## src/hdl/crcdf_pkg.sv

```systemverilog
// Shared types, register indexes and the CRC byte update for the packet deframer.
// Used by the front parser, the back checker and the top level. No dependencies.
package crcdf_pkg;

  localparam int unsigned CFG_IDX_W  = 2;
  localparam int unsigned CFG_DATA_W = 16;

  localparam logic [CFG_IDX_W-1:0] CFG_ALIGN = 2'd0;
  localparam logic [CFG_IDX_W-1:0] CFG_POLY  = 2'd1;
  localparam logic [CFG_IDX_W-1:0] CFG_SEED  = 2'd2;

  localparam logic [7:0]  ALIGN_RESET = 8'h00;
  localparam logic [15:0] POLY_RESET  = 16'h1021;
  localparam logic [15:0] SEED_RESET  = 16'hFFFF;

  typedef enum logic [2:0] {
    PH_ALIGN   = 3'd0,
    PH_LEN     = 3'd1,
    PH_PAYLOAD = 3'd2,
    PH_CRC_LO  = 3'd3,
    PH_CRC_HI  = 3'd4
  } phase_t;

  typedef enum logic [2:0] {
    OP_START   = 3'd0,
    OP_BADSYNC = 3'd1,
    OP_LEN     = 3'd2,
    OP_PAYLOAD = 3'd3,
    OP_CRC_LO  = 3'd4,
    OP_CRC_HI  = 3'd5
  } op_t;

  typedef enum logic [1:0] {
    ST_BUSY    = 2'd0,
    ST_GOOD    = 2'd1,
    ST_BADSYNC = 2'd2,
    ST_BADCRC  = 2'd3
  } status_t;

  typedef struct packed {
    op_t        op;
    logic [7:0] data;
  } qitem_t;

  typedef struct packed {
    logic [7:0]  align;
    logic [15:0] poly;
    logic [15:0] seed;
  } cfg_t;

  function automatic logic [15:0] crc_feed(input logic [15:0] crc, input logic [7:0] b,
                                           input logic [15:0] poly);
    logic [15:0] r;
    r = crc ^ {b, 8'h00};
    for (int k = 0; k < 8; k++) begin
      if (r[15]) begin
        r = {r[14:0], 1'b0} ^ poly;
      end else begin
        r = {r[14:0], 1'b0};
      end
    end
    return r;
  endfunction

endpackage

```

## src/hdl/crcdf_fifo.sv

```systemverilog
// Small register queue that decouples the frame parser from the CRC checker.
// Generic width and depth; no package dependencies.
module crcdf_fifo #(
  parameter int unsigned WIDTH = 11,
  parameter int unsigned DEPTH = 4
) (
  input  logic             clk,
  input  logic             rst_n,
  input  logic             push,
  input  logic [WIDTH-1:0] wdata,
  output logic             full,
  input  logic             pop,
  output logic [WIDTH-1:0] rdata,
  output logic             empty
);

  localparam int unsigned ADDR_W = (DEPTH > 1) ? $clog2(DEPTH) : 1;
  localparam int unsigned CNT_W  = $clog2(DEPTH + 1);

  logic [WIDTH-1:0]  mem_r [DEPTH];
  logic [ADDR_W-1:0] wr_ptr_r, wr_ptr_nxt;
  logic [ADDR_W-1:0] rd_ptr_r, rd_ptr_nxt;
  logic [CNT_W-1:0]  count_r, count_nxt;
  logic              do_push, do_pop;

  assign full    = (count_r == CNT_W'(DEPTH));
  assign empty   = (count_r == '0);
  assign do_push = push && !full;
  assign do_pop  = pop && !empty;
  assign rdata   = mem_r[rd_ptr_r];

  always_comb begin
    wr_ptr_nxt = wr_ptr_r;
    rd_ptr_nxt = rd_ptr_r;
    count_nxt  = count_r;
    if (do_push) begin
      wr_ptr_nxt = (wr_ptr_r == ADDR_W'(DEPTH - 1)) ? '0 : wr_ptr_r + 1'b1;
    end
    if (do_pop) begin
      rd_ptr_nxt = (rd_ptr_r == ADDR_W'(DEPTH - 1)) ? '0 : rd_ptr_r + 1'b1;
    end
    if (do_push && !do_pop) begin
      count_nxt = count_r + 1'b1;
    end else if (do_pop && !do_push) begin
      count_nxt = count_r - 1'b1;
    end
  end

  always_ff @(posedge clk) begin
    if (!rst_n) begin
      wr_ptr_r <= '0;
      rd_ptr_r <= '0;
      count_r  <= '0;
    end else begin
      wr_ptr_r <= wr_ptr_nxt;
      rd_ptr_r <= rd_ptr_nxt;
      count_r  <= count_nxt;
    end
  end

  always_ff @(posedge clk) begin
    if (do_push) begin
      mem_r[wr_ptr_r] <= wdata;
    end
  end

endmodule

```

## src/hdl/crcdf_front.sv

```systemverilog
// Frame parser: tracks the frame layout and tags each received byte with its role.
// Depends on crcdf_pkg for the phase, operation and configuration types.
module crcdf_front (
  input  logic            clk,
  input  logic            rst_n,
  input  logic            take,
  input  logic [7:0]      rx_byte,
  input  crcdf_pkg::cfg_t cfg,
  output crcdf_pkg::qitem_t item
);
  import crcdf_pkg::*;

  phase_t     phase_r, phase_nxt;
  logic [7:0] bytes_left_r, bytes_left_nxt;
  logic [7:0] left_dec;

  assign left_dec = bytes_left_r - 8'd1;

  always_comb begin
    phase_nxt      = phase_r;
    bytes_left_nxt = bytes_left_r;
    unique case (phase_r)
      PH_LEN: begin
        bytes_left_nxt = rx_byte;
        phase_nxt      = (rx_byte == 8'd0) ? PH_CRC_LO : PH_PAYLOAD;
      end
      PH_PAYLOAD: begin
        bytes_left_nxt = left_dec;
        if (left_dec == 8'd0) begin
          phase_nxt = PH_CRC_LO;
        end
      end
      PH_CRC_LO: phase_nxt = PH_CRC_HI;
      PH_CRC_HI: phase_nxt = PH_ALIGN;
      default: begin
        phase_nxt = (rx_byte == cfg.align) ? PH_LEN : PH_ALIGN;
      end
    endcase
  end

  always_comb begin
    item.data = rx_byte;
    unique case (phase_r)
      PH_LEN:     item.op = OP_LEN;
      PH_PAYLOAD: item.op = OP_PAYLOAD;
      PH_CRC_LO:  item.op = OP_CRC_LO;
      PH_CRC_HI:  item.op = OP_CRC_HI;
      default:    item.op = (rx_byte == cfg.align) ? OP_START : OP_BADSYNC;
    endcase
  end

  always_ff @(posedge clk) begin
    if (!rst_n) begin
      phase_r      <= PH_ALIGN;
      bytes_left_r <= '0;
    end else if (take) begin
      phase_r      <= phase_nxt;
      bytes_left_r <= bytes_left_nxt;
    end
  end

endmodule

```

## src/hdl/crcdf_back.sv

```systemverilog
// CRC checker: runs the CRC over tagged bytes and builds one result item per byte.
// Depends on crcdf_pkg for the operation and status codes and the CRC update.
module crcdf_back (
  input  logic              clk,
  input  logic              rst_n,
  input  crcdf_pkg::qitem_t item,
  input  logic              item_valid,
  output logic              item_take,
  input  crcdf_pkg::cfg_t   cfg,
  output logic              out_empty,
  input  logic              out_pop,
  output logic [7:0]        out_payload_byte,
  output logic              out_payload_valid,
  output logic              out_frame_end,
  output logic [1:0]        out_frame_status
);
  import crcdf_pkg::*;

  logic [15:0] crc_r, crc_nxt;
  logic [7:0]  crc_lo_r, crc_lo_nxt;
  logic        out_valid_r;
  logic [7:0]  pbyte_r, pbyte_nxt;
  logic        pvalid_r, pvalid_nxt;
  logic        fend_r, fend_nxt;
  status_t     stat_r, stat_nxt;
  logic [15:0] crc_base;
  logic [15:0] crc_upd;

  assign item_take = item_valid && (!out_valid_r || out_pop);
  assign crc_base  = (item.op == OP_START) ? cfg.seed : crc_r;
  assign crc_upd   = crc_feed(crc_base, item.data, cfg.poly);

  always_comb begin
    crc_nxt    = crc_r;
    crc_lo_nxt = crc_lo_r;
    pbyte_nxt  = 8'd0;
    pvalid_nxt = 1'b0;
    fend_nxt   = 1'b0;
    stat_nxt   = ST_BUSY;
    unique case (item.op)
      OP_START: crc_nxt = crc_upd;
      OP_LEN:   crc_nxt = crc_upd;
      OP_PAYLOAD: begin
        crc_nxt    = crc_upd;
        pbyte_nxt  = item.data;
        pvalid_nxt = 1'b1;
      end
      OP_CRC_LO: crc_lo_nxt = item.data;
      OP_CRC_HI: begin
        fend_nxt = 1'b1;
        stat_nxt = ({item.data, crc_lo_r} == crc_r) ? ST_GOOD : ST_BADCRC;
      end
      OP_BADSYNC: begin
        fend_nxt = 1'b1;
        stat_nxt = ST_BADSYNC;
      end
      default: ;
    endcase
  end

  always_ff @(posedge clk) begin
    if (!rst_n) begin
      out_valid_r <= 1'b0;
      crc_r       <= '0;
      crc_lo_r    <= '0;
    end else begin
      if (item_take) begin
        out_valid_r <= 1'b1;
        crc_r       <= crc_nxt;
        crc_lo_r    <= crc_lo_nxt;
      end else if (out_pop) begin
        out_valid_r <= 1'b0;
      end
    end
  end

  always_ff @(posedge clk) begin
    if (item_take) begin
      pbyte_r  <= pbyte_nxt;
      pvalid_r <= pvalid_nxt;
      fend_r   <= fend_nxt;
      stat_r   <= stat_nxt;
    end
  end

  assign out_empty         = !out_valid_r;
  assign out_payload_byte  = pbyte_r;
  assign out_payload_valid = pvalid_r;
  assign out_frame_end     = fend_r;
  assign out_frame_status  = stat_r;

endmodule

```

## src/hdl/crc16_packet_deframer.sv

```systemverilog
// Top level of the length-prefixed frame deframer with CRC-16 check.
// Holds the configuration registers and joins crcdf_front, crcdf_fifo and crcdf_back.
//
//   channel   handshake        payload
//   input     in_push/in_full  in_rx_byte
//   result    out_pop/out_empty out_payload_byte, out_payload_valid,
//                              out_frame_end, out_frame_status
//   config    cfg_we           cfg_index, cfg_wdata
//
// One item is taken per cycle while in_full is low; it passes through the queue and its
// result item is registered in the checker. The byte-wide CRC update there sets that rate.
// Reset is synchronous and clears the parser, queue and result register.
// A stalled result holds in its register while up to QUEUE_DEPTH items wait behind it.
module crc16_packet_deframer #(
  parameter int unsigned QUEUE_DEPTH = 4
) (
  input  logic                               clk,
  input  logic                               rst_n,
  input  logic                               in_push,
  output logic                               in_full,
  input  logic [7:0]                         in_rx_byte,
  output logic                               out_empty,
  input  logic                               out_pop,
  output logic [7:0]                         out_payload_byte,
  output logic                               out_payload_valid,
  output logic                               out_frame_end,
  output logic [1:0]                         out_frame_status,
  input  logic                               cfg_we,
  input  logic [crcdf_pkg::CFG_IDX_W-1:0]    cfg_index,
  input  logic [crcdf_pkg::CFG_DATA_W-1:0]   cfg_wdata
);
  import crcdf_pkg::*;

  cfg_t   cfg_r;
  qitem_t f_item;
  qitem_t b_item;
  logic   take;
  logic   q_empty;
  logic   b_take;
  logic [$bits(qitem_t)-1:0] q_rdata;

  assign take   = in_push && !in_full;
  assign b_item = qitem_t'(q_rdata);

  always_ff @(posedge clk) begin
    if (!rst_n) begin
      cfg_r.align <= ALIGN_RESET;
      cfg_r.poly  <= POLY_RESET;
      cfg_r.seed  <= SEED_RESET;
    end else if (cfg_we) begin
      unique case (cfg_index)
        CFG_ALIGN: cfg_r.align <= cfg_wdata[7:0];
        CFG_POLY:  cfg_r.poly  <= cfg_wdata;
        CFG_SEED:  cfg_r.seed  <= cfg_wdata;
        default: ;
      endcase
    end
  end

  crcdf_front u_front (
    .clk     (clk),
    .rst_n   (rst_n),
    .take    (take),
    .rx_byte (in_rx_byte),
    .cfg     (cfg_r),
    .item    (f_item)
  );

  crcdf_fifo #(
    .WIDTH ($bits(qitem_t)),
    .DEPTH (QUEUE_DEPTH)
  ) u_queue (
    .clk   (clk),
    .rst_n (rst_n),
    .push  (in_push),
    .wdata (f_item),
    .full  (in_full),
    .pop   (b_take),
    .rdata (q_rdata),
    .empty (q_empty)
  );

  crcdf_back u_back (
    .clk               (clk),
    .rst_n             (rst_n),
    .item              (b_item),
    .item_valid        (!q_empty),
    .item_take         (b_take),
    .cfg               (cfg_r),
    .out_empty         (out_empty),
    .out_pop           (out_pop),
    .out_payload_byte  (out_payload_byte),
    .out_payload_valid (out_payload_valid),
    .out_frame_end     (out_frame_end),
    .out_frame_status  (out_frame_status)
  );

endmodule

```

## config.mk

```make
export PLATFORM = sky130hd
export DESIGN_NAME = crc16_packet_deframer
export DESIGN_NICKNAME = d
export VERILOG_FILES = /design/src/hdl/crcdf_pkg.sv /design/src/hdl/crcdf_fifo.sv /design/src/hdl/crcdf_front.sv /design/src/hdl/crcdf_back.sv /design/src/hdl/crc16_packet_deframer.sv
export SDC_FILE = /design/constraint.sdc
export NUM_CORES = 1
export LEC_CHECK = 0
export BUFFER_PORTS_ARGS = -buffer_cell sky130_fd_sc_hd__clkbuf_2
export CAP_MARGIN = 20
export CORE_MARGIN = 2
export CORE_UTILIZATION = 33
export DETAILED_ROUTE_END_ITERATION = 8
export GPL_TIMING_DRIVEN = 0
export PLACE_DENSITY = 0.62
export SYNTH_ARGS = -nofsm -noshare
export SYNTH_HDL_FRONTEND = slang
export SYNTH_HIERARCHICAL = 1
export SYNTH_SLANG_ARGS = --single-unit
```

## constraint.sdc

```tcl
create_clock -name clk -period 4.8 [get_ports clk]
set_clock_uncertainty 0.15 [all_clocks]
set_input_delay 0.96 -clock clk [delete_from_list [all_inputs] [get_ports clk]]
set_output_delay 0.96 -clock clk [all_outputs]
set_load 0.02 [all_outputs]
```

==> summary.md, run 1 <==
| Metric | Value |
|---|---|
| Status | finished with violations |
| Failing checks | setup timing |
| Gr usage total | 18.1% |
| Starting Density | 33.5% |
| Final hold violation count | 0 |
| Ys Warns | 6 |
| Total CTS buffers | 17 |
| Longest Clk Path Bufs | 2 |
| Final cell area excluding filler cells | 11500 um^2 |
| CTS tree | yes |
| Worst EP arrival | 5670 ps |
| Worst Setup Path Type | reg2reg |
| Share of post-route cells with drive strength above 1 | 22.4% |
| CP startpoint kind | flop |
| Slew Limit Fails | 0 |
| Top cell type's share of synthesized area | 18.3% |
| Final worst slack | -748 ps |
| Pleak | 0.00431 uW |
| Die width | 172 um |
| Die ar. | 29500 um^2 |
| WL/cell | 17.6 um |
| Min Clock Period, post-route | 5550 ps |
| Filler instances | 2762 |
| Mapped cell area | 9300 um^2 |
| Largest net degree at the start of global routing | 17 |
| Synthesized net count | 1046 |
| CTS root buf | clkbuf_16 |
| Antenna Cells | 0 |
| Worst VDD drop | 0.352 mV |
| Initial antenna violation count | 0 |
| Core area | 27800 um^2 |
| Vias in the first global route | 7510 |
| Total power | 9190 uW |
| Htree depth | 4 |
| Worst EP required | 4920 ps |
| Port Buffers | 42 |
| Avg Cell Area, Syn | 9.25 um^2 |
| M1 GR Usage | 25.1% |
| Reg clk slew, reported paths | 60 ps |
| Commonest non-fill, non-tap cells in the layout | nand2_1, xnor2_1, dfxtp_1 |
| Ys async rst share | 0% |
| Vias | 7917 |
| PD cells | 797 nW/um^2 |
| Yosys reg bits | 141 |
| HP Class | reg2reg |
| Iter 0 DRT Violations | 655 |
| Met3 Track Usage GR | 2.54% |
| Synthesized instance count | 1006 |
| Synth area leader | dfxtp_1 |
| Clk Latency, worst-skew pair | 420 ps |
| Post-Route WL | 26.5 mm |
| Pre-antenna DRT Iters | 5 |
| Row cnt | 61 |
| Area Overhead vs Synth | 23.9% |
| Grt ovf | 0 |
| Avg Vias per Cell | 5.25 |
| Commonest non-fill, non-tap cell in the layout | nand2_1 |
| Register area share after synthesis | 36.4% |
| Max cap viols | 0 |
| Final period util | 116% |
| Antenna viol nets, final | 0 |
| Relative slew slack | 34.2% |
| Placed cell area | 10100 um^2 |
| Number of flops mapped to enable cells by yosys | 56 |
| Final Wtd Congestion | 0.912 |
| Residual DRC count | 0 |
| Final setup vio count | 16 |
| Nets | 1156 |
| IO Pins | 45 |
| Global-route wire length before repair | 41.4 mm |
| HPWL after detailed placement | 18.9 mm |
| GRT Max-Usage Layer | met2 |
| CP Max Fanout | 9 |
| Chip height | 172 um |
| Least-Margin Pin Slew | 979 ps |
| RSZ-0062 raised after global routing | yes |
| Synth cell types | 87 |
| F_max | 180 MHz |
| Sink Count | 141 |
| Post-synth top flop | dfxtp_1 |
| GR Layer Usage met2 | 29.4% |
| Area contributors post-synth | dfxtp_1, edfxtp_1, xnor2_1 |
| CP Capture Type | flop |
logic make-up (layout without fill, tap and decap cells):
| family | after synthesis | after routing | share of synthesized area, % |
|---|---|---|---|
| adders and majority gates | 9 | 9 | 1.29 |
| muxes | 69 | 69 | 8.94 |
| and+or+nand+nor | 346 | 346 | 19.2 |
| buffers and inverters | 120 | 243 | 5.96 |
| xor gates and xnor gates | 128 | 128 | 14.3 |
| DFF | 141 | 141 | 36.4 |
| AOI/OAI and AO/OA | 193 | 193 | 13.9 |
cell type report:
class / count / area [um^2] / area share (%)
Buffer: 80 / 459 / 3.98
Inverter: 40 / 150 / 1.30
Clock inverter: 6 / 66.3 / 0.575
Multi-Input combinational cell: 745 / 5810 / 50.4
Timing Repair Buffer: 91 / 614 / 5.33
Sequential cell: 141 / 3380 / 29.4
Tap cell: 378 / 473 / 4.10
Clock buffer: 26 / 573 / 4.97
critical path, cell delays in order, from the launching register on:
cell and delay, ps:
dfxtp_2 350, buf_12 130, mux4_2 520, buf_6 150, or4b_4 550, and3b_1 200
buf_6 140, nor2_4 210, a211oi_2 140, or4_4 540, a21oi_2 170, a22o_1 190
a221oi_4 50, buf_12 160, buf_12 120, xnor2_4 260, nor4_4 90, or4_4 560
a2111oi_4 340, nand3b_1 240, a21oi_1 100
cells in the mapped netlist, types with 13 or more instances:
cell type	number
nor2b_1	15
nor4_1	14
dfxtp_1	85
nand4_1	14
o21ai_0	51
buf_2	13
nor2_1	34
nand2_1	144
nand4b_1	14
nor3_1	24
and2_1	19
inv_1	39
edfxtp_1	56
nand3_1	20
xnor2_1	100
clkbuf_1	46
o211ai_1	21
mux2i_1	55
a21oi_1	36
path summary, 6_finish.rpt:
path,startpoint,to,slack (ps),depth (start not counted)
setup / recovery,flop,u_back/crc_r[6],-750,20
hold / removal,cfg_r[22],cfg_r[22],310,2
setup reg to reg,flop,u_back/crc_r[6],-750,20
hold reg to reg,cfg_r[22],cfg_r[22],310,2
per-stage QoR:
stage	TNS, ps	utilization [%]	worst slack [ps]	hold WS, ps	instances
6_report	-9210	41.5	-748	313	1507
5_1_grt	-12110	41.5	-909	325	1507
4_1_cts	-8870	40.5	-660	311	1494
3_5_place_dp	-18290	36.4	-1350	299	1426
3_3_place_gp	-18310	36.4	-1370	294	1426
2_1_floorplan	-3280	-	-318	284	1006
layer usage:
layer / wire (um) / vias to the layer above / part of all wire [%]
li1: - / 3814 / -
met1: 12100 / 3844 / 46
met2: 12300 / 225 / 47
met3: 1520 / 34 / 5.7
met4: 454 / 0 / 1.7
met5: 0 / - / 0
state kept, by name (all words and copies together) (netlist names), named ones only:
signal and cells:
u_back/crc_r 16, u_queue/rd_ptr_r 2, u_front/phase_r 3, u_back/out_payload_byte 8, u_front/bytes_left_r 8, u_queue/count_r 3, cfg_r 40, u_back/out_valid_r 1
u_back/crc_lo_r 8, u_queue/wr_ptr_r 2, u_back/out_frame_status 2, u_back/out_payload_valid 1, u_queue/mem_r 44, u_back/out_frame_end 1
what timing repair did:
action / CTS / global route
resized for setup: 45 / 51
endpoints found under the setup margin: 16 / 16
hold buffers: 0 / 0
pin swaps: 18 / 21
setup buffers: 36 / 12
cloned: 0 / 1
power breakdown:
part	switching [uW]	total, uW	leakage [uW]	internal [uW]
clock network	500	1380	0.000318	878
registers	139	1610	0.00121	1470
logic	3310	6200	0.00279	2890
total	3950	9190	0.00431	5240
Power figures use the tool's default switching activity.
==> inputs of run 2 (changes only) <==
Settings changed: CTS_CLUSTER_DIAMETER from default to 40, RECOVER_POWER from default to 50.
==> run 2 against run 1 <==
  * The flow still finishes with violations (setup timing)
  * Combinational power barely moved
  * Non-clock buffer count unchanged
  * Final area is 0.42% lower
  * Utilization down 0.18 points
  * Routed wire length is essentially flat
  * Sequential power hardly changed
  * Hold slack barely moved
  * Global-route usage did not move
  * Largest power group unchanged
  * Highest routed layer unchanged
==> summary.md, run 2 (synthesis results as in run 1) <==
| Metric | Value |
|---|---|
| Status | finished with violations |
| Failing checks | setup timing |
| Avg Vias per Cell | 5.25 |
| IO Pins | 45 |
| CTS tree | yes |
| Final hold violation count | 0 |
| HP Class | reg2reg |
| Final period util | 116% |
| Commonest non-fill, non-tap cells in the layout | nand2_1, xnor2_1, dfxtp_1 |
| CP dominant cell by count | buf_12 |
| Worst EP arrival | 5680 ps |
| Min Clock Period, post-route | 5560 ps |
| Global-route wire length before repair | 41.4 mm |
| CP startpoint kind | flop |
| Antenna Cells | 0 |
| Area Overhead vs Synth | 23.4% |
| Relative slew slack | 33.6% |
| Sink Count | 141 |
| Worst EP required | 4920 ps |
| Worst Setup Path Type | reg2reg |
| Port Buffers | 42 |
| Antenna viol nets, final | 0 |
| P_sw | 3970 uW |
| Commonest non-fill, non-tap cell in the layout | nand2_1 |
| Gr usage total | 18.1% |
| Number of flip-flops in the largest register | 44 |
| Htree depth | 4 |
| Pre-antenna DRT Iters | 5 |
| Initial antenna violation count | 0 |
| Grt ovf | 0 |
| CTS root buf | clkbuf_16 |
| CP Capture Type | flop |
| Vias in the first global route | 7510 |
| WL/cell | 17.6 um |
| F_max | 180 MHz |
| Residual DRC count | 0 |
| Final cell area excluding filler cells | 11500 um^2 |
| Sw frac | 43.1% |
| Least-Margin Pin Slew | 989 ps |
| Largest net degree at the start of global routing | 17 |
| Final Wtd Congestion | 0.912 |
| CP Max Fanout | 9 |
| Die ar. | 29500 um^2 |
| DP Worst Slack | -1350 ps |
| Clock share of power | 15.0% |
| Starting Density | 33.5% |
| Core area | 27800 um^2 |
| Slowest-stage cell, CP | or4_4 |
| Fin util | 41.3% |
| Final setup vio count | 16 |
| Die width | 172 um |
| Chip height | 172 um |
| Row cnt | 61 |
| Crit path max-delay family | simple AND/OR/NAND/NOR gates |
| Reg clk slew, reported paths | 60 ps |
| Nets | 1156 |
| Vias | 7905 |
| Total CTS buffers | 17 |
| HPWL after detailed placement | 18.9 mm |
| Hold buffer count at cts | 0 |
| Share of post-route cells with drive strength above 1 | 20.5% |
| Pleak | 0.00424 uW |
| Combinational power share | 67.5% |
| Post-Route WL | 26.5 mm |
| Largest regs | u_queue/mem_r x44, cfg_r x40, u_back/crc_r x16 |
| Clk Latency, worst-skew pair | 420 ps |
| RSZ-0062 raised after global routing | yes |
| PD cells | 801 nW/um^2 |
| Slew Limit Fails | 0 |
| Worst VDD drop | 0.350 mV |
| Iter 0 DRT Violations | 588 |
| Int Pwr | 5230 uW |
| Final worst slack | -756 ps |
| Worst path cell trace | buf_12 > mux4_2 > buf_6 > or4b_4 > and3b_1 > buf_6 > nor2_4 > a211oi_2 > or4_4 > a21oi_2 > a22o_1 > a221oi_4 > buf_12 > buf_12 > xnor2_4 > nor4_4 > or4_4 > a2111oi_4 > nand3b_1 > a21oi_1 |
| Worst hold slack | 313 ps |
| Largest reg by FF count | u_queue/mem_r |
| Max cap viols | 0 |
| Longest Clk Path Bufs | 2 |
| Buf+Inv Stages, Crit Path | 5 |
| Sequential power share | 17.5% |
| CP peak stage delay | 560 ps |
| Placed cell area | 10100 um^2 |
| Setup TNS | -9420 ps |
[run 2: changes by cell type in the layout (fill, tap and decap cells not counted), sizes merged]
cell    delta
buf       -12
clkbuf    +12
[run 2: cell type report]
cell class                 count  area [um^2]
sequential                   141         3380
multi-input combinational    745         5810
tap                          378          473
timing repair buffer          91          603
buffer                        80          422
fill                        2777        16300
inverter                      40          150
clock inverter                 6         66.3
clock buffer                  26          573
[run 2: power groups by stage]
stage               clock network [uW]  logic, uW  registers (uW)
detailed placement                   0       4880            1630
global placement                     0       4850            1630
CTS                               1410       5590            1610
floorplan                            0       3700            1650
global route                      1460       6600            1630
finish                            1380       6210            1610
[run 2: metrics by stage]
step	std cells	power, uW
3_5_place_dp	1426	6510
6_report	1507	9200
5_1_grt	1507	9690
3_3_place_gp	1426	6480
2_1_floorplan	1006	5350
4_1_cts	1494	8610
[run 2: tightest hold or removal path: cells and delay by family (launching register included)]
kind,cells,cell delay [ps]
flip-flops,1,310
multiplexers,1,50
AND/OR/NAND/NOR,1,50
[run 2: repair_timing]
item | in CTS | in global routing
buffers inserted | 36 | 12
endpoints found under the setup margin | 16 | 16
resized for setup | 45 | 51
hold endpoints to repair | 0 | 0
pin swaps | 18 | 21
gates cloned | 0 | 1
[run 2: final timing paths]
| kind | startpoint | end | slack (ps) | cells after the start |
|---|---|---|---|---|
| worst max register to register | flop | u_back/crc_r[6] | -760 | 20 |
| worst min-delay path | cfg_r[22] | cfg_r[22] | 310 | 2 |
| worst min register to register | cfg_r[22] | cfg_r[22] | 310 | 2 |
| worst max-delay path | flop | u_back/crc_r[6] | -760 | 20 |
[run 2: layer usage]
metal  wire [um]  up-vias  track usage (%)
met2       12300      239             29.4
met3        1340       28             2.54
met1       12500     3824             25.1
li1            -     3814                -
met4         392        0             5.59
met5           0        -                0
